File: config.mk
export PLATFORM = sky130hd
export DESIGN_NAME = sine_lut_interpolator
export DESIGN_NICKNAME = d
export VERILOG_FILES = /design/src/rtl/sli_pkg.sv /design/src/rtl/sli_turn_div.sv /design/src/rtl/sine_lut_interpolator.sv
export SDC_FILE = /design/constraint.sdc
export NUM_CORES = 2
export LEC_CHECK = 0
export BUFFER_PORTS_ARGS = -buffer_cell sky130_fd_sc_hd__buf_4
export CORE_MARGIN = 3
export CORE_UTILIZATION = 45
export CTS_CLUSTER_DIAMETER = 150
export CTS_CLUSTER_SIZE = 20
export DETAILED_ROUTE_END_ITERATION = 16
export MAX_ROUTING_LAYER = met4
export PLACE_DENSITY = 0.64
export REMOVE_ABC_BUFFERS = 1
export SKIP_LAST_GASP = 1
export SYNTH_ARGS = -nofsm -noshare
export SYNTH_HDL_FRONTEND = slang
export SYNTH_HIERARCHICAL = 1
export SYNTH_SLANG_ARGS = --single-unit
export TNS_END_PERCENT = 5
File: constraint.sdc
create_clock -name clk -period 7.05 [get_ports clk]
set_clock_uncertainty 0.05 [all_clocks]
set_input_delay 0.3525 -clock clk [delete_from_list [all_inputs] [get_ports clk]]
set_output_delay 0.3525 -clock clk [all_outputs]
set_load 0.01 [all_outputs]
File: src/rtl/sli_pkg.sv
// Shared constants and quarter-wave sine table for the sine interpolator.
`timescale 1ns / 1ps

package sli_pkg;

  localparam int ANGLE_W = 19;
  localparam int SINE_W  = 17;
  localparam int TURN_W  = 16;
  localparam int FRAC_W  = 8;

  // 2*pi in Q3.16
  localparam logic [18:0] TWO_PI_Q16 = 19'd411775;
  localparam logic [17:0] HALF_TWO_PI = 18'(411775 / 2);

  // floor(2^40 / 2*pi_q16): turn estimate is (angle * RECIP) >> RECIP_SHIFT
  localparam int RECIP_SHIFT = 24;
  localparam int RECIP_W     = 22;
  localparam logic [RECIP_W-1:0] RECIP = RECIP_W'((64'd1 << 40) / 64'd411775);

  localparam int QUARTER_ENTRIES_DEF = 64;

  // table holds entries 0..TABLE_LAST; larger indices saturate
  localparam int TABLE_LAST = 64;
  localparam int TIDX_W     = 7;
  localparam int TVAL_W     = 15;

  function automatic logic [TVAL_W-1:0] quarter_sine(input logic [TIDX_W-1:0] idx);
    case (idx)
      7'd0:  return 15'd0;
      7'd1:  return 15'd804;
      7'd2:  return 15'd1607;
      7'd3:  return 15'd2410;
      7'd4:  return 15'd3211;
      7'd5:  return 15'd4011;
      7'd6:  return 15'd4807;
      7'd7:  return 15'd5601;
      7'd8:  return 15'd6392;
      7'd9:  return 15'd7179;
      7'd10: return 15'd7961;
      7'd11: return 15'd8739;
      7'd12: return 15'd9511;
      7'd13: return 15'd10278;
      7'd14: return 15'd11039;
      7'd15: return 15'd11792;
      7'd16: return 15'd12539;
      7'd17: return 15'd13278;
      7'd18: return 15'd14009;
      7'd19: return 15'd14732;
      7'd20: return 15'd15446;
      7'd21: return 15'd16151;
      7'd22: return 15'd16845;
      7'd23: return 15'd17530;
      7'd24: return 15'd18204;
      7'd25: return 15'd18867;
      7'd26: return 15'd19519;
      7'd27: return 15'd20159;
      7'd28: return 15'd20787;
      7'd29: return 15'd21402;
      7'd30: return 15'd22005;
      7'd31: return 15'd22594;
      7'd32: return 15'd23170;
      7'd33: return 15'd23731;
      7'd34: return 15'd24279;
      7'd35: return 15'd24811;
      7'd36: return 15'd25329;
      7'd37: return 15'd25832;
      7'd38: return 15'd26319;
      7'd39: return 15'd26790;
      7'd40: return 15'd27245;
      7'd41: return 15'd27683;
      7'd42: return 15'd28105;
      7'd43: return 15'd28510;
      7'd44: return 15'd28898;
      7'd45: return 15'd29268;
      7'd46: return 15'd29621;
      7'd47: return 15'd29956;
      7'd48: return 15'd30273;
      7'd49: return 15'd30571;
      7'd50: return 15'd30852;
      7'd51: return 15'd31113;
      7'd52: return 15'd31356;
      7'd53: return 15'd31580;
      7'd54: return 15'd31785;
      7'd55: return 15'd31971;
      7'd56: return 15'd32137;
      7'd57: return 15'd32285;
      7'd58: return 15'd32412;
      7'd59: return 15'd32521;
      7'd60: return 15'd32609;
      7'd61: return 15'd32678;
      7'd62: return 15'd32728;
      7'd63: return 15'd32757;
      7'd64: return 15'd32767;
      default: return 15'd32767;
    endcase
  endfunction

endpackage

File: src/rtl/sli_turn_div.sv
// Angle to 16-bit turn fraction: rounded divide by 2*pi via reciprocal multiply.
`timescale 1ns / 1ps

module sli_turn_div (
  input  logic                        clk,
  input  logic                        rst_n,
  input  logic                        in_vld,
  input  logic [sli_pkg::ANGLE_W-1:0] in_angle,
  output logic                        turn_vld,
  output logic [sli_pkg::TURN_W-1:0]  turn
);

  localparam int PROD_W = sli_pkg::ANGLE_W + sli_pkg::RECIP_W;
  localparam int Q_W    = PROD_W - sli_pkg::RECIP_SHIFT;
  localparam int NUM_W  = sli_pkg::ANGLE_W + 17;

  // stage a: reciprocal product
  logic              vld_a_r;
  logic [PROD_W-1:0] prod_a_r;
  logic [sli_pkg::ANGLE_W-1:0] ang_a_r;

  // stage b: estimate, its back-product and the rounded numerator
  logic             vld_b_r;
  logic [Q_W-1:0]   q0_b_r;
  logic [NUM_W-1:0] qd_b_r;
  logic [NUM_W-1:0] num_b_r;

  // stage c: corrected turn
  logic                       vld_c_r;
  logic [sli_pkg::TURN_W-1:0] turn_c_r;

  logic [Q_W-1:0]   q0_nxt;
  logic [NUM_W-1:0] num_nxt;
  logic [NUM_W-1:0] rem;
  logic [Q_W-1:0]   q_fix;

  assign q0_nxt  = prod_a_r[sli_pkg::RECIP_SHIFT +: Q_W];
  assign num_nxt = {ang_a_r, 16'd0} + NUM_W'(sli_pkg::HALF_TWO_PI);
  // estimate is low by at most one
  assign rem     = num_b_r - qd_b_r;
  assign q_fix   = (rem >= NUM_W'(sli_pkg::TWO_PI_Q16)) ? q0_b_r + Q_W'(1) : q0_b_r;

  always_ff @(posedge clk) begin
    if (!rst_n) begin
      vld_a_r <= 1'b0;
      vld_b_r <= 1'b0;
      vld_c_r <= 1'b0;
    end else begin
      vld_a_r <= in_vld;
      vld_b_r <= vld_a_r;
      vld_c_r <= vld_b_r;
    end
  end

  always_ff @(posedge clk) begin
    prod_a_r <= PROD_W'(in_angle) * PROD_W'(sli_pkg::RECIP);
    ang_a_r  <= in_angle;
    q0_b_r   <= q0_nxt;
    qd_b_r   <= NUM_W'(q0_nxt) * NUM_W'(sli_pkg::TWO_PI_Q16);
    num_b_r  <= num_nxt;
    turn_c_r <= q_fix[sli_pkg::TURN_W-1:0];
  end

  assign turn_vld = vld_c_r;
  assign turn     = turn_c_r;

`ifndef SYNTHESIS
  a_rem_bound: assert property (@(posedge clk) disable iff (!rst_n)
    vld_b_r |-> (rem < NUM_W'(2 * 411775)))
    else $error("turn remainder out of correction range");
`endif

endmodule

File: src/rtl/sine_lut_interpolator.sv
// Top level: pipelined sine by quarter-wave table with linear interpolation.
`timescale 1ns / 1ps

//  channel | ports                     | meaning
//  --------+---------------------------+------------------------------------
//  input   | start, busy, in_angle     | angle, unsigned Q3.16 radians
//  result  | out_valid, out_sine       | sine, signed Q1.16, one-cycle strobe
//
// One angle per clock while busy is low; each result passes through
// seven register stages (three in the divide, four in the table and
// interpolation path). Reset is synchronous; busy is high during reset
// and until the first clock edge with reset released, then stays low. The
// receiver cannot stall, so the pipeline never holds.

module sine_lut_interpolator #(
  parameter int QUARTER_ENTRIES = sli_pkg::QUARTER_ENTRIES_DEF
) (
  input  logic                               clk,
  input  logic                               rst_n,
  input  logic                               start,
  output logic                               busy,
  input  logic [sli_pkg::ANGLE_W-1:0]        in_angle,
  output logic                               out_valid,
  output logic signed [sli_pkg::SINE_W-1:0]  out_sine
);

  localparam int SECTORS  = 4 * QUARTER_ENTRIES;
  localparam int SEC_W    = $clog2(SECTORS);
  localparam int IDX_W    = SEC_W + 1;
  localparam int SCALED_W = sli_pkg::TURN_W + IDX_W;
  localparam int LATENCY  = 7;
  localparam int DIFF_W   = 18;
  localparam int PROD_W   = DIFF_W + sli_pkg::FRAC_W + 1;

  logic busy_r;
  logic in_acc;

  logic                       turn_vld;
  logic [sli_pkg::TURN_W-1:0] turn;

  // stage d: sector and fraction
  logic                       vld_d_r;
  logic [SEC_W-1:0]           sec_d_r;
  logic [sli_pkg::FRAC_W-1:0] frac_d_r;

  // stage e: mirrored, signed neighbors
  logic                       vld_e_r;
  logic signed [16:0]         first_e_r;
  logic signed [16:0]         second_e_r;
  logic [sli_pkg::FRAC_W-1:0] frac_e_r;

  // stage f: slope product
  logic                       vld_f_r;
  logic signed [16:0]         first_f_r;
  logic signed [PROD_W-1:0]   prod_f_r;

  // stage g: output
  logic                       vld_g_r;
  logic signed [sli_pkg::SINE_W-1:0] sine_g_r;

  logic [SCALED_W-1:0] scaled;
  logic [IDX_W-1:0]    sec_x;
  logic [IDX_W-1:0]    idx1;
  logic [IDX_W-1:0]    idx2;
  logic                neg;
  logic [sli_pkg::TVAL_W-1:0] tv1;
  logic [sli_pkg::TVAL_W-1:0] tv2;
  logic signed [16:0]  first_nxt;
  logic signed [16:0]  second_nxt;
  logic signed [DIFF_W-1:0] diff;
  logic signed [PROD_W-1:0] shifted;
  logic signed [18:0]  sum;

  function automatic logic [sli_pkg::TIDX_W-1:0] sat_idx(input logic [IDX_W-1:0] i);
    if (i > IDX_W'(sli_pkg::TABLE_LAST))
      return sli_pkg::TIDX_W'(sli_pkg::TABLE_LAST);
    else
      return sli_pkg::TIDX_W'(i);
  endfunction

  always_ff @(posedge clk) begin
    if (!rst_n) begin
      busy_r <= 1'b1;
    end else begin
      busy_r <= 1'b0;
    end
  end

  assign busy   = busy_r;
  assign in_acc = start & ~busy_r;

  sli_turn_div u_div (
    .clk      (clk),
    .rst_n    (rst_n),
    .in_vld   (in_acc),
    .in_angle (in_angle),
    .turn_vld (turn_vld),
    .turn     (turn)
  );

  assign scaled = SCALED_W'(turn) * SCALED_W'(SECTORS);

  // quadrant mirror and sign
  assign sec_x = IDX_W'(sec_d_r);
  always_comb begin
    if (sec_x < IDX_W'(QUARTER_ENTRIES)) begin
      idx1 = sec_x;
      idx2 = sec_x + IDX_W'(1);
      neg  = 1'b0;
    end else if (sec_x < IDX_W'(2 * QUARTER_ENTRIES)) begin
      idx1 = IDX_W'(2 * QUARTER_ENTRIES) - sec_x;
      idx2 = IDX_W'(2 * QUARTER_ENTRIES - 1) - sec_x;
      neg  = 1'b0;
    end else if (sec_x < IDX_W'(3 * QUARTER_ENTRIES)) begin
      idx1 = sec_x - IDX_W'(2 * QUARTER_ENTRIES);
      idx2 = sec_x - IDX_W'(2 * QUARTER_ENTRIES - 1);
      neg  = 1'b1;
    end else begin
      idx1 = IDX_W'(SECTORS) - sec_x;
      idx2 = IDX_W'(SECTORS - 1) - sec_x;
      neg  = 1'b1;
    end
  end

  assign tv1        = sli_pkg::quarter_sine(sat_idx(idx1));
  assign tv2        = sli_pkg::quarter_sine(sat_idx(idx2));
  assign first_nxt  = neg ? -$signed({2'b00, tv1}) : $signed({2'b00, tv1});
  assign second_nxt = neg ? -$signed({2'b00, tv2}) : $signed({2'b00, tv2});

  assign diff    = DIFF_W'(second_e_r) - DIFF_W'(first_e_r);
  // arithmetic shift floors, as required
  assign shifted = prod_f_r >>> sli_pkg::FRAC_W;
  assign sum     = 19'(first_f_r) + 19'(shifted);

  always_ff @(posedge clk) begin
    if (!rst_n) begin
      vld_d_r <= 1'b0;
      vld_e_r <= 1'b0;
      vld_f_r <= 1'b0;
      vld_g_r <= 1'b0;
    end else begin
      vld_d_r <= turn_vld;
      vld_e_r <= vld_d_r;
      vld_f_r <= vld_e_r;
      vld_g_r <= vld_f_r;
    end
  end

  always_ff @(posedge clk) begin
    sec_d_r    <= scaled[sli_pkg::TURN_W +: SEC_W];
    frac_d_r   <= scaled[sli_pkg::TURN_W-1 -: sli_pkg::FRAC_W];
    first_e_r  <= first_nxt;
    second_e_r <= second_nxt;
    frac_e_r   <= frac_d_r;
    first_f_r  <= first_e_r;
    prod_f_r   <= PROD_W'(diff) * $signed({{(PROD_W-sli_pkg::FRAC_W){1'b0}}, frac_e_r});
    sine_g_r   <= $signed({sum[15:0], 1'b0});
  end

  assign out_valid = vld_g_r;
  assign out_sine  = sine_g_r;

`ifndef SYNTHESIS
  a_latency: assert property (@(posedge clk) disable iff (!rst_n)
    $past(in_acc, LATENCY) |-> out_valid)
    else $error("request produced no result at the expected latency");

  a_no_orphan: assert property (@(posedge clk) disable iff (!rst_n)
    out_valid |-> $past(in_acc, LATENCY))
    else $error("result strobe without a matching request");

  a_range: assert property (@(posedge clk) disable iff (!rst_n)
    out_valid |-> (out_sine <= 17'sd65534 && out_sine >= -17'sd65534))
    else $error("sine out of range");

  a_interp_between: assert property (@(posedge clk) disable iff (!rst_n)
    vld_f_r |-> ((prod_f_r >= 0) == (first_f_r <= sum)))
    else $error("interpolation step has wrong direction");
`endif

endmodule
==> results.yml <==
logic_synthesis:
  synthCells: 3337
  synth-xor-area-share_pct: 5.397
  synth_area_leader_cell: "fa_1"
  ys_seq_area_share_pct: 15.76
  yosys.area_share.simple_pct: 12.93
  ys_async_sr_fraction_pct: 0
  synth_top_area_share_pct: 22.67
  synth_edf_count: 0
  synth_top_family_by_area: "adder cells"
  synth_area_mm2: 0.03011
  synth_common_cells: "inv_1, ha_1, fa_1"
  synthMuxAreaShare_pct: 0.9972
  yosys_warnings: 6
  synthFlopType: "dfxtp_1"
  synth_most_common_cell: "inv_1"
  ys_ff_latch: 237
  synth_fa_ha_area_share_pct: 40.54
  synth_compound_area_share_pct: 14.04
  synth.avg_cell_area_um2: 9.024
  yosys.cell_types.count: 126
  yosys-top-cells-area: "fa_1, ha_1, dfxtp_1, inv_1, xnor2_1"
critical_path:
  cp-end-kind: "register"
  cp_max_fo: 4
  crit_path_start: "first_e_r[2]"
  worst-r2r-cell-count: 25
  r2r_start: "first_e_r[2]"
  cp-start-kind: "register"
  worstPathArrival_ns: 6.97
  critPathKind: "reg -> reg"
  required_ns: 7.43
job:
  cap_violations: 0
global_route:
  met1_usage_pct: 28.77
  grt_pass1_wl_mm: 120.7
  grt_use_met3_pct: 2.163
  gr-total-overflow: 0
  grt_max_degree: 49
  grtUsageTotal_pct: 21.77
  grt.busiest_layer: "met2"
  antenna_found_initial: 0
  gr-usage-met2_pct: 36.51
  grt_pass1_vias: 22802
hold_path:
  holdPathStages: 1
  hold_class: "in -> reg"
  holdCritStartpoint: "in_angle[13]"
layout:
  final_cells: 4222
  area_growth_pct: 5.975
  multi_input_area_mm2: 0.02228
  nets: 4149
  antenna_cells: 0
  regArea_mm2: 0.004747
  drive_above_1_share_pct: 5.777
  fillCellCount: 6354
drt:
  dr.pass1.iters: 5
  wl_per_cell_um: 17.31
  via_count: 22672
  remaining_drc_errors: 0
  vias_per_cell: 5.370
  wl_mm: 73.06
  drt-initial-drc-count: 1435
  ant_nets: 0
floorplan:
  rows: 94
  pin_count: 41
  core_area_mm2: 0.06598
  fp.dieW_um: 264.7
  initial_core_util_pct: 45.64
  die_height_um: 264.7
  die_area_mm2: 0.07006
timing:
  maxSlewHeadroom_pct: 31.80
  rsz0062_at_grt: "no"
  hold_violations: 0
  final.setup.tns_ns: 0
  post-route-period-util_pct: 93.42
  worst_slew_pin_slew_ns: 1.015
  fin_crit_ns: 6.586
  fmax_mhz: 151.8
  finalSetupViolations: 0
  slew_viol_final: 0
clock_network:
  path_clk_slew_ns: 0.08
  clock-root-buffer: "clkbuf_16"
  cts_buffers: 16
  cts.sinks: 237
  cts_tree: "done"
  clockBufferDepth: 3
  clk_latency_ns: 0.52
  h-tree-depth: 1
place:
  place_hpwl_mm: 59.70
  dp.cells: 4187
  port_buffers: 39
  gp_congestion: 0.9465
status:
  status: "completed"
layout by cell type, fill, tap and decap left out, drive strengths merged, types with 11 or more instances in the layout:
master,synthesis,routed
dfxtp,237,237
fa,341,341
inv,677,679
buf,57,88
mux2i,18,18
a21o,32,32
a21oi,136,136
a31oi,32,32
and2,84,84
nand2b,26,26
nand2,203,203
a311oi,11,11
nand3,58,58
a41oi,13,13
nor2,149,149
o21bai,15,15
a211oi,27,27
o31ai,12,12
nor4,13,13
clkbuf,44,18
o2111ai,13,13
nand4,24,24
nor2b,39,39
xor2,69,69
o21ai,104,104
a21boi,11,11
o22ai,17,17
xnor2,108,108
and3,21,21
or3,18,18
dlygate4sd3,0,14
o211ai,31,31
nor3,70,70
o21a,37,37
ha,430,430
cell families (layout without fill, tap and decap cells):
family / count (synthesis) / count (layout)
adder cells (fa/ha/maj): 771 / 771
AO/OA/AOI/OAI: 594 / 594
multiplexers: 26 / 26
flip-flops: 237 / 237
XOR/XNOR: 178 / 178
AND/OR/NAND/NOR: 752 / 752
other: 1 / 1
buffers and inverters: 778 / 799
cell type report:
type / count / share of cell area, %
Clock buffer: 18 / 1.376
Clock inverter: 2 / 0.07842
Inverter: 677 / 7.963
Multi-Input combinational cell: 2322 / 69.81
Sequential cell: 237 / 14.88
Tap cell: 864 / 3.388
Timing Repair Buffer: 102 / 2.509
through the flow:
| stage | worst slack (ns) | hold WS [ns] | cell area, µm² | util [%] |
|---|---|---|---|---|
| 6_report | 0.4636 | 0.03517 | 31910 | 48.37 |
| 3_3_place_gp | 0.3723 | 0.2610 | 31290 | 47.42 |
| 5_1_grt | 0.06013 | 0.01493 | 31910 | 48.37 |
| 3_5_place_dp | 0.3524 | 0.2620 | 31290 | 47.42 |
| 4_1_cts | 0.2984 | 0.01236 | 31890 | 48.34 |
| 2_1_floorplan | 1.011 | 0.2596 | 29540 | - |
registers in the layout, summed over array words and instances, names as in the netlist, 8 cells and up:
signal          cells
first_e_r          17
u_div/qd_b_r       36
u_div/ang_a_r      19
frac_d_r            8
frac_e_r            8
u_div/turn         16
u_div/num_b_r      20
sec_d_r             8
prod_f_r           16
u_div/prod_a_r     17
first_f_r          16
second_e_r         17
u_div/q0_b_r       15
out_sine           16
per-layer routing:
| layer | vias to the layer above | part of all wire (%) |
|---|---|---|
| met1 | 10929 | 46 |
| met2 | 560 | 48 |
| met4 | 0 | 2.5 |
| li1 | 11048 | - |
| met3 | 135 | 4.2 |
| met5 | - | 0 |
critical path, stage by stage (launching register included):
cell,delay (ns)
dfxtp_1,0.33
inv_1,0.04
ha_1,0.33
nor2b_1,0.15
o21ai_0,0.21
a21oi_1,0.13
nor3_1,0.38
o31ai_2,0.17
o21a_1,0.23
o311ai_1,0.64
nand2_1,0.16
fa_1,0.50
inv_1,0.05
fa_1,0.49
fa_1,0.49
inv_1,0.05
fa_1,0.52
inv_1,0.04
ha_1,0.33
a21o_1,0.19
a21oi_1,0.18
a311oi_1,0.12
buf_4,0.17
a211oi_1,0.24
xnor2_1,0.17
xnor2_1,0.14
repair_timing:
item                       in CTS  in global routing
hold endpoints to repair       14                  0
gates resized for setup         0                  2
hold buffers                   14                  0
setup buffers                   0                  1
setup endpoints to repair       0                  3
path summary, 6_finish.rpt:
kind / to / slack [ns]
setup / recovery: prod_f_r[23] / 0.46
hold / removal: u_div/ang_a_r[13] / 0.04
setup reg to reg: prod_f_r[23] / 0.46
hold reg to reg: frac_d_r[2] / 0.28
Power is left out: the tool's default activity adds up to more than one toggle a clock period on the data nets, which glitch-free logic cannot reach.
